### src/hw/rtl/olad_pkg.sv
// Shared types and constants for the ordered list with append, remove and indexed read.
`default_nettype none
package olad_pkg;

  localparam int DEPTH  = 16;
  localparam int CNT_W  = $clog2(DEPTH + 1);
  localparam int IDX_W  = (DEPTH > 1) ? $clog2(DEPTH) : 1;
  localparam int POS_W  = 8;
  localparam int LEN_W  = 5;
  localparam int WORD_W = 32;
  localparam int CMP_W  = (CNT_W > POS_W) ? CNT_W : POS_W;

  localparam logic [1:0] OP_APPEND = 2'd0;
  localparam logic [1:0] OP_REMOVE = 2'd1;
  localparam logic [1:0] OP_READ   = 2'd2;

  typedef logic signed [WORD_W-1:0] word_t;

  typedef struct packed {
    logic [1:0]       opcode;
    word_t            value;
    logic [POS_W-1:0] position;
  } in_t;

  typedef struct packed {
    word_t            read_data;
    logic             success;
    logic [LEN_W-1:0] length;
  } out_t;

  typedef struct packed {
    logic live;
    logic load;
    logic shift_en;
  } cell_ctrl_t;

endpackage
`default_nettype wire

### src/hw/rtl/olad_cell.sv
// One list slot: holds an entry, matches it and takes its right neighbor's entry on removal.
`default_nettype none
module olad_cell (
  input  wire logic               clk,
  input  wire olad_pkg::cell_ctrl_t ctrl,
  input  wire olad_pkg::word_t    value,
  input  wire olad_pkg::word_t    right_data,
  input  wire logic               seen_in,
  output logic                    seen_out,
  output olad_pkg::word_t         data
);
  import olad_pkg::*;

  word_t data_r;
  word_t data_nxt;

  // seen_out: first match lies at or before this slot
  assign seen_out = seen_in | (ctrl.live & (data_r == value));
  assign data     = data_r;

  always_comb begin
    data_nxt = data_r;
    if (ctrl.load) begin
      data_nxt = value;
    end else if (ctrl.shift_en && seen_out) begin
      data_nxt = right_data;
    end
  end

  always_ff @(posedge clk) begin
    data_r <= data_nxt;
  end

endmodule
`default_nettype wire

### src/hw/rtl/ordered_list_append_delete_index.sv
// Ordered list of signed words with append, remove-first-match and indexed read.
// Each result beat is registered and appears in the cycle after its input beat.
// One command per cycle unless stalled; the slot match ripple is combinational.
// A registered result stage separates the sides; input stalls only while it is held.
// Reset (rst_n low, synchronous) empties the list and drops any pending result.
`default_nettype none
module ordered_list_append_delete_index (
  input  wire logic          clk,
  input  wire logic          rst_n,
  input  wire logic          in_valid,
  output logic               in_stall,
  input  wire olad_pkg::in_t in_data,
  output logic               out_valid,
  input  wire logic          out_stall,
  output olad_pkg::out_t     out_data
);
  import olad_pkg::*;

  logic [CNT_W-1:0] count_r;
  logic [CNT_W-1:0] count_nxt;
  logic             out_valid_r;
  out_t             out_data_r;
  out_t             out_data_nxt;

  logic             in_fire;
  logic             not_full;
  logic             append_ok;
  logic             remove_ok;
  logic             read_ok;
  logic             found;
  logic [DEPTH:0]   seen;
  word_t            cell_data [DEPTH];
  cell_ctrl_t       ctrl [DEPTH];

  assign in_stall  = out_valid_r & out_stall;
  assign in_fire   = in_valid & ~in_stall;
  assign out_valid = out_valid_r;
  assign out_data  = out_data_r;

  assign seen[0]   = 1'b0;
  assign found     = seen[DEPTH];
  assign not_full  = (count_r < CNT_W'(DEPTH));
  assign append_ok = (in_data.opcode == OP_APPEND) & not_full;
  assign remove_ok = (in_data.opcode == OP_REMOVE) & found;
  assign read_ok   = (in_data.opcode == OP_READ) &
                     (CMP_W'(in_data.position) < CMP_W'(count_r));

  for (genvar i = 0; i < DEPTH; i++) begin : g_cell
    always_comb begin
      ctrl[i].live     = (count_r > CNT_W'(i));
      ctrl[i].load     = in_fire & append_ok & (count_r == CNT_W'(i));
      ctrl[i].shift_en = in_fire & remove_ok;
    end

    olad_cell u_cell (
      .clk        (clk),
      .ctrl       (ctrl[i]),
      .value      (in_data.value),
      .right_data ((i == DEPTH - 1) ? cell_data[i] : cell_data[(i + 1) % DEPTH]),
      .seen_in    (seen[i]),
      .seen_out   (seen[i+1]),
      .data       (cell_data[i])
    );
  end

  always_comb begin
    count_nxt = count_r;
    case (in_data.opcode)
      OP_APPEND: if (append_ok) count_nxt = count_r + CNT_W'(1);
      OP_REMOVE: if (remove_ok) count_nxt = count_r - CNT_W'(1);
      default:   count_nxt = count_r;
    endcase

    out_data_nxt.read_data = '0;
    out_data_nxt.success   = 1'b0;
    case (in_data.opcode)
      OP_APPEND: out_data_nxt.success = append_ok;
      OP_REMOVE: out_data_nxt.success = remove_ok;
      OP_READ: begin
        out_data_nxt.success = read_ok;
        if (read_ok) begin
          out_data_nxt.read_data = cell_data[in_data.position[IDX_W-1:0]];
        end
      end
      default:   out_data_nxt.success = 1'b0;
    endcase
    out_data_nxt.length = LEN_W'(count_nxt);
  end

  always_ff @(posedge clk) begin
    if (!rst_n) begin
      count_r     <= '0;
      out_valid_r <= 1'b0;
    end else begin
      if (in_fire) begin
        count_r     <= count_nxt;
        out_valid_r <= 1'b1;
      end else if (!out_stall) begin
        out_valid_r <= 1'b0;
      end
    end
  end

  always_ff @(posedge clk) begin
    if (in_fire) begin
      out_data_r <= out_data_nxt;
    end
  end

  a_count_bound: assert property (@(posedge clk) disable iff (!rst_n)
    count_r <= CNT_W'(DEPTH))
    else $error("list count exceeds depth");

  a_full_refused: assert property (@(posedge clk) disable iff (!rst_n)
    in_fire && (in_data.opcode == OP_APPEND) && !not_full |=> !out_data_r.success)
    else $error("append to full list reported success");

  a_remove_shrinks: assert property (@(posedge clk) disable iff (!rst_n)
    in_fire && remove_ok |=> count_r == $past(count_r) - CNT_W'(1))
    else $error("remove did not shrink list");

  a_read_keeps: assert property (@(posedge clk) disable iff (!rst_n)
    in_fire && (in_data.opcode == OP_READ) |=> $stable(count_r))
    else $error("read changed list length");

  a_length_shown: assert property (@(posedge clk) disable iff (!rst_n)
    out_valid_r |-> out_data_r.length == LEN_W'(count_r))
    else $error("result length differs from list count");

endmodule
`default_nettype wire
### config.mk
export PLATFORM = sky130hd
export DESIGN_NAME = ordered_list_append_delete_index
export DESIGN_NICKNAME = d
export VERILOG_FILES = /design/src/hw/rtl/olad_pkg.sv /design/src/hw/rtl/olad_cell.sv /design/src/hw/rtl/ordered_list_append_delete_index.sv
export SDC_FILE = /design/constraint.sdc
export NUM_CORES = 1
export LEC_CHECK = 0
export BUFFER_PORTS_ARGS = -buffer_cell sky130_fd_sc_hd__buf_2
export CAP_MARGIN = 10
export CELL_PAD_IN_SITES_DETAIL_PLACEMENT = 1
export CELL_PAD_IN_SITES_GLOBAL_PLACEMENT = 1
export CORE_UTILIZATION = 45
export CTS_BUF_LIST = sky130_fd_sc_hd__clkbuf_4
export DETAILED_ROUTE_END_ITERATION = 8
export PLACE_DENSITY = 0.7
export SLEW_MARGIN = 20
export SYNTH_ARGS = -nofsm -noshare
export SYNTH_HDL_FRONTEND = slang
export SYNTH_SLANG_ARGS = --single-unit
### constraint.sdc
create_clock -name clk -period 6.7 [get_ports clk]
set_clock_uncertainty 0.05 [all_clocks]
set_input_delay 1.005 -clock clk [delete_from_list [all_inputs] [get_ports clk]]
set_output_delay 1.005 -clock clk [all_outputs]
set_load 0.005 [all_outputs]
==> metrics <==
layout cells sized above 1=0.427; Buffers on Ports=85; Top Ports=86; Post-synth ARST share=0; status=complete, but fails checks; Total Power=7900 µW; area of the core=73500 µm²; Synth Cell Area=33600 µm²; FF-to-FF setup slack=1610 ps; Final HPWL DP=85400 µm; syn_area_per_cell=14.6 µm²; Layout Utilization=0.501; WS Path Type=flip-flop to flip-flop; crit start category=flip-flop; DRC=3; post-layout min period=5090 ps; CTS resizes=0; Max-cap violations=0; hold bufs inserted after CTS=0; first-pass GRT wire length=166000 µm; remaining antenna violation count=0; initial antenna violation count=13; Max-slew headroom=0.253; Clock Path Buffers=3; die height=275 µm; Yosys reg bits=556; Slew Limit Fails=0; final net count=2457; vias in the first global route=22400; Final GP Congestion=0.925; cell with the most instances after synthesis=edfxtp_1; Routed WL=117000 µm; worst hold margin=177 ps; total CTS buffers=161; die width=275 µm; Die Footprint=75700 µm²; pin count of the biggest net entering global routing=80; period utilization=0.760; drt initial violations=2043; worst path arrival time=5720 ps; cell taking the most area after synthesis=edfxtp_1; final setup fails=0; CP Max Fanout=20; unrepaired setup endpoints after global routing=false; most used flip-flop cell after synthesis=edfxtp_1; Static Leak=0.0122 µW; Worst Hold Class=input port to flip-flop; Pre-antenna DRT Iters=7; TritonCTS clock tree=yes; Pwr Density=215 nW/µm²; YS warnings=0; Starting Density=0.457; Synth Instances=2307; Setup TNS Final=0 ps; clock sink total=556; worst slew pin tran=1120 ps; Site Rows=99; Req. time, crit path=7330 ps; Worst-path clk slew=70 ps; Hold Fails Final Rpt=0; root buffer cell=clkbuf_4; WL/cell=33.6 µm; Synth Net Count=2362; failing checks=design-rule violations; Area growth, synth to finish=9.67%; postcts setup bufs=0; total number of vias=21400; Unique masters post-synth=52; peak supply drop=0.135 mV; Crit. End Element=flip-flop; CTS H-tree lvls=4; Achievable Freq=196 MHz; EDFF count, synth=550; Yosys top cell area share=0.492; gr usage total=0.313; sequential cell area fraction in the yosys report=0.495; grt total ovfl=0; Worst-Skew Late Latency=1040 ps; Synth area leaders=edfxtp_1 (49%), mux2_2 (16%), mux4_2 (11%); most instantiated cells after synthesis=edfxtp_1 (550), mux2_2 (480), xnor2_1 (303), xor2_1 (211), mux4_2 (160); routed vias/inst=6.14
-- worst paths after layout --
kind / startpoint / endpoint / cells after the start
setup reg to reg: count_r[3] / g_cell[7].u_cell.data[26] / 9
setup / recovery: count_r[3] / g_cell[7].u_cell.data[26] / 9
hold / removal: in_valid / out_valid / 2
hold reg to reg: g_cell[9].u_cell.data[7] / g_cell[8].u_cell.data[7] / 1
-- worst max-delay path, cell delays in order (launching register included) --
cell	delay (ps)
dfxtp_1	870
inv_1	280
o21ai_0	800
nand4_1	370
nor3_1	410
a211oi_2	140
nand3_4	290
nand2_2	420
o21ai_2	700
buf_4	410
-- report_power, final --
group	leakage, µW	switching, µW	internal (µW)
registers	0.00504	12.1	3790
clock network	0.00124	1570	1810
logic	0.00593	461	259
-- sequential cells by signal, summed over array words and instances (netlist names) --
register and flops:
count_r 5, out_valid 1, out_data 38, g_cell.u_cell.data 512
-- layer usage --
layer  global-route usage  wire (µm)  part of all wire
met1                0.412      48200              0.41
met2                0.511      56800              0.49
met3               0.0435       6760             0.058
met4                0.149       5360             0.046
met5                    0         11          0.000094
-- layout make-up --
| cell class | instances | area (µm²) |
|---|---|---|
| diodes | 7 | 17.5 |
| well taps | 959 | 1200 |
| clock inverters | 32 | 233 |
| clock buffers | 246 | 1850 |
| fillers | 7216 | 36600 |
| flip-flops and latches | 556 | 16600 |
| inverters | 6 | 22.5 |
| multi-input cells | 1522 | 15900 |
| repair buffers | 155 | 1010 |
-- kinds of logic (layout without fill, tap and decap cells) --
| family | after synthesis | count (layout) | share of synthesized area |
|---|---|---|---|
| muxes | 644 | 644 | 0.269 |
| DFF | 556 | 556 | 0.495 |
| xor gates and xnor gates | 515 | 515 | 0.135 |
| and+or+nand+nor | 304 | 304 | 0.0515 |
| buffers and inverters | 229 | 439 | 0.0359 |
| AOI/OAI and AO/OA | 50 | 50 | 0.00969 |
| adders and majority gates | 9 | 9 | 0.00335 |
| other | 0 | 7 | 0 |
-- through the flow --
| step | std cells | instance area (µm²) | worst slack, ps |
|---|---|---|---|
| 2_1_floorplan | 2307 | 33600 | 693 |
| 3_3_place_gp | 3197 | 34700 | 1340 |
| 3_5_place_dp | 3197 | 34700 | 1240 |
| 4_1_cts | 3475 | 36800 | 1700 |
| 5_1_grt | 3481 | 36800 | 1390 |
| 6_report | 3483 | 36800 | 1610 |
-- layout by cell type (no fill, tap or decap), types with 4 or more instances in the layout --
cell type and instances:
a21oi_1 11, a31oi_1 6, and2_1 4, and3_1 7, buf_2 83, buf_4 67, bufinv_16 4, clkbuf_4 246
clkinv_1 21, dfxtp_1 6, diode_2 7, edfxtp_1 550, ha_1 9, inv_1 6, inv_2 5, mux2_2 480
mux2i_1 4, mux4_2 160, nand2_1 39, nand3_1 20, nand4_1 86, nor2_1 19, nor2b_1 33, nor3_1 20
nor4_1 62, o21ai_0 6, o21ai_4 9, xnor2_1 303, xor2_1 211
No activity file was read; power rests on OpenSTA's default activity.
